[src/hdl/assert_macros.svh]
// Assertion helpers used by the sequencer core.
// Both expect signals named clk and rst_n in the scope of use.
`ifndef ASSERT_MACROS_SVH
`define ASSERT_MACROS_SVH

// Property checked at every rising clk edge outside reset
`define ASSERT_CLK(label, prop, msg) \
    label: assert property (@(posedge clk) disable iff (!rst_n) prop) else $error(msg);

// Condition that must never be true outside reset
`define ASSERT_NEVER(label, cond, msg) \
    `ASSERT_CLK(label, !(cond), msg)

`endif

[src/hdl/ssds_pkg.sv]
`default_nettype none

package ssds_pkg;

    // Command and address bytes of the driver protocol
    localparam logic [7:0] CMD_DATA     = 8'h44;
    localparam logic [7:0] GRID_BASE    = 8'hc0;
    localparam logic [7:0] COLON_BIT    = 8'h80;
    localparam logic [7:0] CTRL_RESET   = 8'h8a;

    // Request modes
    localparam logic [1:0] MODE_VALUE   = 2'd0;

    // Position of the display-control byte, the last one of a sequence
    localparam logic [3:0] IDX_LAST     = 4'd9;

    // Four digits, index 0 is the leftmost grid
    typedef logic [3:0][3:0] digit_set_t;

    // Four segment patterns, index 0 is grid 0
    typedef logic [3:0][7:0] seg_set_t;

    // One output byte with its framing flags
    typedef struct packed {
        logic [7:0] out_byte;
        logic       start_before;
        logic       stop_after;
        logic       last;
    } res_t;

endpackage

`default_nettype wire

[src/hdl/ssds_emit.sv]
`default_nettype none

// Sends the ten bytes of one request, one byte per cycle.
module ssds_emit
    import ssds_pkg::*;
(
    input  wire        clk,
    input  wire        rst_n,
    input  wire        pat_valid,
    input  wire seg_set_t pat,
    input  wire [7:0]  ctrl,
    output logic       take,
    output logic       strobe,
    output res_t       res
);

    logic       active_reg;
    logic       active_next;
    logic [3:0] idx_reg;
    logic [3:0] idx_next;
    seg_set_t   pat_reg;
    logic [1:0] grid;

    // Free for a new pattern set when idle or on the final byte
    assign take   = !active_reg || (idx_reg == IDX_LAST);
    assign strobe = active_reg;

    // Byte counter
    always_comb
    begin
        active_next = active_reg;
        idx_next    = idx_reg;
        if (take && pat_valid)
        begin
            active_next = 1'b1;
            idx_next    = '0;
        end
        else if (take)
        begin
            active_next = 1'b0;
        end
        else
        begin
            idx_next = idx_reg + 4'd1;
        end
    end

    always_ff @(posedge clk or negedge rst_n)
    begin
        if (!rst_n)
        begin
            active_reg <= 1'b0;
            idx_reg    <= '0;
        end
        else
        begin
            active_reg <= active_next;
            idx_reg    <= idx_next;
        end
    end

    // Pattern hold
    always_ff @(posedge clk)
    begin
        if (take && pat_valid)
        begin
            pat_reg <= pat;
        end
    end

    // Byte decode: in 1-8, odd positions grid addresses, even segment bytes
    always_comb
    begin
        grid             = idx_reg[2:1];
        res.out_byte     = CMD_DATA;
        res.start_before = 1'b1;
        res.stop_after   = 1'b1;
        res.last         = 1'b0;
        if (idx_reg == IDX_LAST)
        begin
            res.out_byte = ctrl;
            res.last     = 1'b1;
        end
        else if (idx_reg != '0)
        begin
            if (idx_reg[0])
            begin
                res.out_byte   = GRID_BASE | {6'd0, grid};
                res.stop_after = 1'b0;
            end
            else
            begin
                res.out_byte     = pat_reg[grid - 2'd1];
                res.start_before = 1'b0;
            end
        end
    end

endmodule

`default_nettype wire

[src/hdl/seven_segment_display_sequencer_core.sv]
`default_nettype none
// Four-digit seven-segment display command sequencer.
//
// Request channel: drive mode, value and the four digit fields with start
// high; the request is taken at a rising clk edge where start is high and
// busy is low. Mode 0 shows the low four decimal digits of value, mode 1
// the four digits, modes 2 and 3 the digits with the colon on grid 1.
// Config: display_control is written at any edge with cfg_we high.
// Result channel: ten bytes per request, one per cycle on consecutive
// cycles, each valid for one cycle while out_strobe is high. A request
// passes the stage 1, 2, 3 and 4 registers in order and then waits for the
// output to be free before its first byte shows. Throughput is set by the
// ten-byte output counter; up to four further requests wait in the
// conversion pipeline, and busy rises only when all of it is full.
// The receiver cannot stall; bytes are never held back.
// Reset: all stages empty, no output, display_control back to 0x8a.
`include "assert_macros.svh"

module seven_segment_display_sequencer_core
    import ssds_pkg::*;
(
    input  wire        clk,
    input  wire        rst_n,
    input  wire        start,
    output logic       busy,
    input  wire [1:0]  mode,
    input  wire [15:0] value,
    input  wire [3:0]  digit_left,
    input  wire [3:0]  digit_second,
    input  wire [3:0]  digit_third,
    input  wire [3:0]  digit_right,
    input  wire        cfg_we,
    input  wire [7:0]  cfg_data,
    output logic       out_strobe,
    output logic [7:0] out_byte,
    output logic       start_before,
    output logic       stop_after,
    output logic       last
);

    // One shift-add-3 step of binary to BCD, four digits kept
    function automatic logic [15:0] dabble_step(input logic [15:0] bcd, input logic din);
        logic [15:0] adj;
        adj = bcd;
        for (int k = 0; k < 4; k++)
        begin
            if (adj[4*k +: 4] >= 4'd5)
            begin
                adj[4*k +: 4] = adj[4*k +: 4] + 4'd3;
            end
        end
        return {adj[14:0], din};
    endfunction

    // Eight steps, MSB first
    function automatic logic [15:0] dabble_byte(input logic [15:0] bcd,
                                                input logic [7:0] bits);
        logic [15:0] acc;
        acc = bcd;
        for (int i = 7; i >= 0; i--)
        begin
            acc = dabble_step(acc, bits[i]);
        end
        return acc;
    endfunction

    function automatic logic [7:0] seg_lookup(input logic [3:0] d);
        logic [7:0] p;
        case (d)
            4'd0:    p = 8'h3f;
            4'd1:    p = 8'h06;
            4'd2:    p = 8'h5b;
            4'd3:    p = 8'h4f;
            4'd4:    p = 8'h66;
            4'd5:    p = 8'h6d;
            4'd6:    p = 8'h7d;
            4'd7:    p = 8'h07;
            4'd8:    p = 8'h7f;
            4'd9:    p = 8'h6f;
            default: p = 8'h00;
        endcase
        return p;
    endfunction

    logic [7:0]  ctrl_val_reg;

    logic        s1_v_reg, s2_v_reg, s3_v_reg, s4_v_reg;
    logic        s1_v_next, s2_v_next, s3_v_next, s4_v_next;
    logic        s1_ready, s2_ready, s3_ready, s4_ready;
    logic        accept;
    logic        take;

    logic [1:0]  s1_mode_reg, s2_mode_reg, s3_mode_reg;
    logic [15:0] s1_value_reg;
    logic [7:0]  s2_low_reg;
    logic [15:0] s2_bcd_reg, s3_bcd_reg;
    digit_set_t  s1_dig_reg, s2_dig_reg, s3_dig_reg;
    seg_set_t    s4_pat_reg;

    digit_set_t  s3_sel;
    seg_set_t    s3_pat;
    res_t        res;

    logic        cmd_head;
    logic        pipe_full;

    // Display-control register
    always_ff @(posedge clk or negedge rst_n)
    begin
        if (!rst_n)
        begin
            ctrl_val_reg <= CTRL_RESET;
        end
        else if (cfg_we)
        begin
            ctrl_val_reg <= cfg_data;
        end
    end

    // Ready chain from the output back to the request port
    assign s4_ready = !s4_v_reg || take;
    assign s3_ready = !s3_v_reg || s4_ready;
    assign s2_ready = !s2_v_reg || s3_ready;
    assign s1_ready = !s1_v_reg || s2_ready;
    assign busy     = !s1_ready;
    assign accept   = start && s1_ready;

    // Stage valid bits
    always_comb
    begin
        s1_v_next = s1_ready ? accept   : s1_v_reg;
        s2_v_next = s2_ready ? s1_v_reg : s2_v_reg;
        s3_v_next = s3_ready ? s2_v_reg : s3_v_reg;
        s4_v_next = s4_ready ? s3_v_reg : s4_v_reg;
    end

    always_ff @(posedge clk or negedge rst_n)
    begin
        if (!rst_n)
        begin
            s1_v_reg <= 1'b0;
            s2_v_reg <= 1'b0;
            s3_v_reg <= 1'b0;
            s4_v_reg <= 1'b0;
        end
        else
        begin
            s1_v_reg <= s1_v_next;
            s2_v_reg <= s2_v_next;
            s3_v_reg <= s3_v_next;
            s4_v_reg <= s4_v_next;
        end
    end

    // Stage 1: request capture
    always_ff @(posedge clk)
    begin
        if (accept)
        begin
            s1_mode_reg  <= mode;
            s1_value_reg <= value;
            s1_dig_reg   <= {digit_right, digit_third, digit_second, digit_left};
        end
    end

    // Stage 2: BCD conversion of the high byte
    always_ff @(posedge clk)
    begin
        if (s2_ready)
        begin
            s2_mode_reg <= s1_mode_reg;
            s2_low_reg  <= s1_value_reg[7:0];
            s2_bcd_reg  <= dabble_byte(16'd0, s1_value_reg[15:8]);
            s2_dig_reg  <= s1_dig_reg;
        end
    end

    // Stage 3: BCD conversion of the low byte
    always_ff @(posedge clk)
    begin
        if (s3_ready)
        begin
            s3_mode_reg <= s2_mode_reg;
            s3_bcd_reg  <= dabble_byte(s2_bcd_reg, s2_low_reg);
            s3_dig_reg  <= s2_dig_reg;
        end
    end

    // Stage 4: digit select, segment lookup, colon
    always_comb
    begin
        if (s3_mode_reg == MODE_VALUE)
        begin
            s3_sel = {s3_bcd_reg[3:0], s3_bcd_reg[7:4], s3_bcd_reg[11:8], s3_bcd_reg[15:12]};
        end
        else
        begin
            s3_sel = s3_dig_reg;
        end
        for (int k = 0; k < 4; k++)
        begin
            s3_pat[k] = seg_lookup(s3_sel[k]);
        end
        if (s3_mode_reg[1])
        begin
            s3_pat[1] = s3_pat[1] | COLON_BIT;
        end
    end

    always_ff @(posedge clk)
    begin
        if (s4_ready)
        begin
            s4_pat_reg <= s3_pat;
        end
    end

    // Byte sequencer
    ssds_emit u_emit (
        .clk       (clk),
        .rst_n     (rst_n),
        .pat_valid (s4_v_reg),
        .pat       (s4_pat_reg),
        .ctrl      (ctrl_val_reg),
        .take      (take),
        .strobe    (out_strobe),
        .res       (res)
    );

    assign out_byte     = res.out_byte;
    assign start_before = res.start_before;
    assign stop_after   = res.stop_after;
    assign last         = res.last;

    // Checks
    assign cmd_head  = (out_byte == CMD_DATA) && start_before && stop_after;
    assign pipe_full = s2_v_reg && s3_v_reg && s4_v_reg && !take;

    `ASSERT_CLK(a_seq_contig, out_strobe && !last |=> out_strobe, "sequence broke before last byte")
    `ASSERT_CLK(a_seq_head, $rose(out_strobe) |-> cmd_head, "sequence opened without data command")
    `ASSERT_CLK(a_last_ctrl, out_strobe && last |-> out_byte == ctrl_val_reg, "last byte not control")
    `ASSERT_NEVER(a_busy_full, busy && !pipe_full, "busy with room in pipeline")

endmodule

`default_nettype wire

[config.mk]
export PLATFORM = sky130hd
export DESIGN_NAME = seven_segment_display_sequencer_core
export DESIGN_NICKNAME = d
export VERILOG_FILES = /design/src/hdl/ssds_pkg.sv /design/src/hdl/ssds_emit.sv /design/src/hdl/seven_segment_display_sequencer_core.sv
export VERILOG_INCLUDE_DIRS = /design/src /design/src/hdl
export SDC_FILE = /design/constraint.sdc
export NUM_CORES = 1
export LEC_CHECK = 0
export ABC_AREA = 0
export BUFFER_PORTS_ARGS = -buffer_cell sky130_fd_sc_hd__buf_4
export CAP_MARGIN = 20
export CORE_MARGIN = 1
export CORE_UTILIZATION = 58
export CTS_BUF_LIST = sky130_fd_sc_hd__clkbuf_8
export DETAILED_ROUTE_END_ITERATION = 10
export PLACE_DENSITY = 0.78
export SYNTH_ARGS = -nofsm -noshare
export SYNTH_HDL_FRONTEND = slang
export SYNTH_SLANG_ARGS = --single-unit
export TNS_END_PERCENT = 50
[constraint.sdc]
create_clock -name clk -period 6.11 [get_ports clk]
set_input_delay 0.3055 -clock clk [delete_from_list [all_inputs] [get_ports clk]]
set_output_delay 0.3055 -clock clk [all_outputs]
set_load 0.05 [all_outputs]
==> reports/metrics.yaml <==
status: "finished with violations"
violations: "negative setup slack"
final-setup-viol-count: 5
period_share_pct: 102
cts_buffers: 17
setup-tns-final_ns: -0.351
fp.dieW_microns: 140
area_growth_syn_to_layout_pct: 19.5
maxSlewHeadroom_pct: 39.3
overflow: 0
cts_sinks: 179
synthesis.area_sq_um: 11000
grt_usage_pct: 22.8
placed_cells: 1321
ant_nets: 0
yosysMostFrequentCell: "edfxtp_1"
yosys.area.top_type: "edfxtp_1"
worstMarginPinSlew_ns: 0.911
synth_edf_count: 162
hp-class: "primary input to register"
initial_core_util_pct: 60.2
cap_viol_max_count: 0
pre_cts_slack_ns: -0.196
path_clk_slew_ns: 0.10
startpoint_type: "register"
coreArea_sq_um: 18300
rsz0062_at_grt: "true"
netlist_top_cells_area: "edfxtp_1 (44%), ha_1 (7.1%), dfrtp_1 (3.2%)"
core.rowCount: 49
synthTopCellsByCount: "edfxtp_1 (162), nand2_1 (89), a21oi_1 (69), nor2_1 (69), o21ai_0 (68)"
critPathRequiredTime_ns: 6.32
drive_gt1_share_pct: 23.8
syn_inst: 1011
fin_cells: 1407
cts_root_buf: "clkbuf_8"
synth_top_cell_area_share_pct: 44.2
setup_slack_ns: -0.0979
crit_slowest_cell: "or4_4"
slowest_delay_ns: 0.42
clkLatencyLatePin_ns: 0.46
ys_ff_latch: 179
vias_per_cell: 5.90
ir_drop_v: 0.000151
synth_cell_type_count: 98
post_drt_wl_per_cell_microns: 15.4
max_freq_ghz: 0.161
die_h_microns: 140
async_flop_share_pct: 9.50
grt_max_degree: 38
crit_path_max_fanout: 4
min_period_ns: 6.21
drc: 0
critPathArrivalTime_ns: 6.42
cellPowerDensity_nw_per_um2: 172
worstSetupPathType: "register to register"
endpoint_kind: "register"
num_vias: 8299
num_io_pins: 59
tritoncts: "built"
design.die.area_sq_um: 19500
dr.pass1.iters: 5
synth.avg_cell_area_sq_um: 10.9
yosysSeqAreaShare_pct: 48.1
place_congestion: 0.845
drt_iter0_drc: 590
cts_max_level: 4
dp_hpwl_microns: 14700
finalInstanceArea_sq_um: 13100
grt_first_pass_wirelength_microns: 36100
nFillCells: 1224
clk_path_buf_depth: 2
clock_skew_ns: 0.0163
antenna_cells: 0
crit_buf_inv: 4
synth_ff_type: "edfxtp_1"
port_buffers: 58
fin_nets: 1273
placed_area_sq_um: 12100
p_leak_nw: 5.12
grt_pass1_vias: 7837
routed_wl_microns: 21700
crit_family: "simple AND/OR/NAND/NOR gates"
antenna_found_initial: 0
syn_nets: 1119
yosysWarnings: 0
multi_input_area_sq_um: 5610
hold_viol: 0
register_area_sq_um: 5290
drv_slew: 0
-- where the power goes --
part	total, mW	internal [mW]	switching (mW)
combinational	0.0645	0.0434	0.0211
clock	0.862	0.395	0.467
sequential	1.33	1.33	0.00315
total	2.26	1.77	0.491
-- final cells by class --
| class | count | share of cell area (%) |
|---|---|---|
| Multi-Input combinational cell | 748 | 42.7 |
| Sequential cell | 179 | 40.3 |
| Timing Repair Buffer | 163 | 9.98 |
| Tap cell | 229 | 2.18 |
| Clock buffer | 18 | 1.88 |
| Inverter | 56 | 1.60 |
| Clock inverter | 14 | 1.39 |
-- stage by stage --
stage | total power [mW] | utilization, % | hold slack [ns]
2_1_floorplan | 1.38 | - | 0.00991
3_3_place_gp | 1.40 | 66.1 | 0.178
3_5_place_dp | 1.41 | 66.1 | 0.180
4_1_cts | 2.28 | 71.5 | 0.00617
5_1_grt | 2.33 | 71.9 | 0.0361
6_report | 2.26 | 71.9 | 0.0488
-- cell families (layout without fill, tap and decap cells) --
group / Yosys count / in the layout / share of synthesized area [%]
xor gates and xnor gates: 24 / 24 / 2.35
buffers and inverters: 84 / 251 / 2.99
AOI/OAI and AO/OA: 303 / 303 / 19.1
DFF: 179 / 179 / 48.1
muxes: 69 / 69 / 7.42
and+or+nand+nor: 289 / 289 / 12.9
adders and majority gates: 63 / 63 / 7.14
-- final timing paths --
check / from / to / slack [ns] / cells past startpoint
setup / recovery: s2_bcd_reg[5] / s3_bcd_reg[13] / -0.1 / 34
hold / removal: start / s1_v_reg / 0.05 / 2
setup reg to reg: s2_bcd_reg[5] / s3_bcd_reg[13] / -0.1 / 34
hold reg to reg: s4_pat_reg[8] / u_emit.pat_reg[8] / 0.42 / 0
max in group asynchronous: rst_n / ctrl_val_reg[1] / 5.58 / 2
min in group asynchronous: rst_n / ctrl_val_reg[4] / 0.27 / 2
-- per-layer routing --
metal,vias to the layer above,global-route usage [%],part of all wire [%]
met5,-,0,0
met4,0,5.32,0.81
met3,14,3.96,3.9
met2,197,39.4,50
met1,3948,29.8,45
li1,4140,-,-
-- placed cells by master, fill, tap and decap left out, types with 23 or more instances in the layout --
cell,synthesis,routed
a21oi_1,69,64
nand3_1,24,23
o21ai_0,68,66
nor2_1,69,66
mux2i_1,34,33
buf_4,2,128
dlygate4sd3_1,0,35
mux2_2,26,25
nand2_1,89,87
edfxtp_1,162,162
ha_1,62,53
inv_1,53,50
nand2b_1,24,24
-- repair_timing --
action                                 4_1_cts  5_1_grt
setup endpoints to repair                    6       11
buffers inserted                            16        3
pin swaps                                    2        4
resized for setup                           23       10
hold buffers                                34        1
endpoints found under the hold margin       50        1
(Power assumes the default switching activity.)
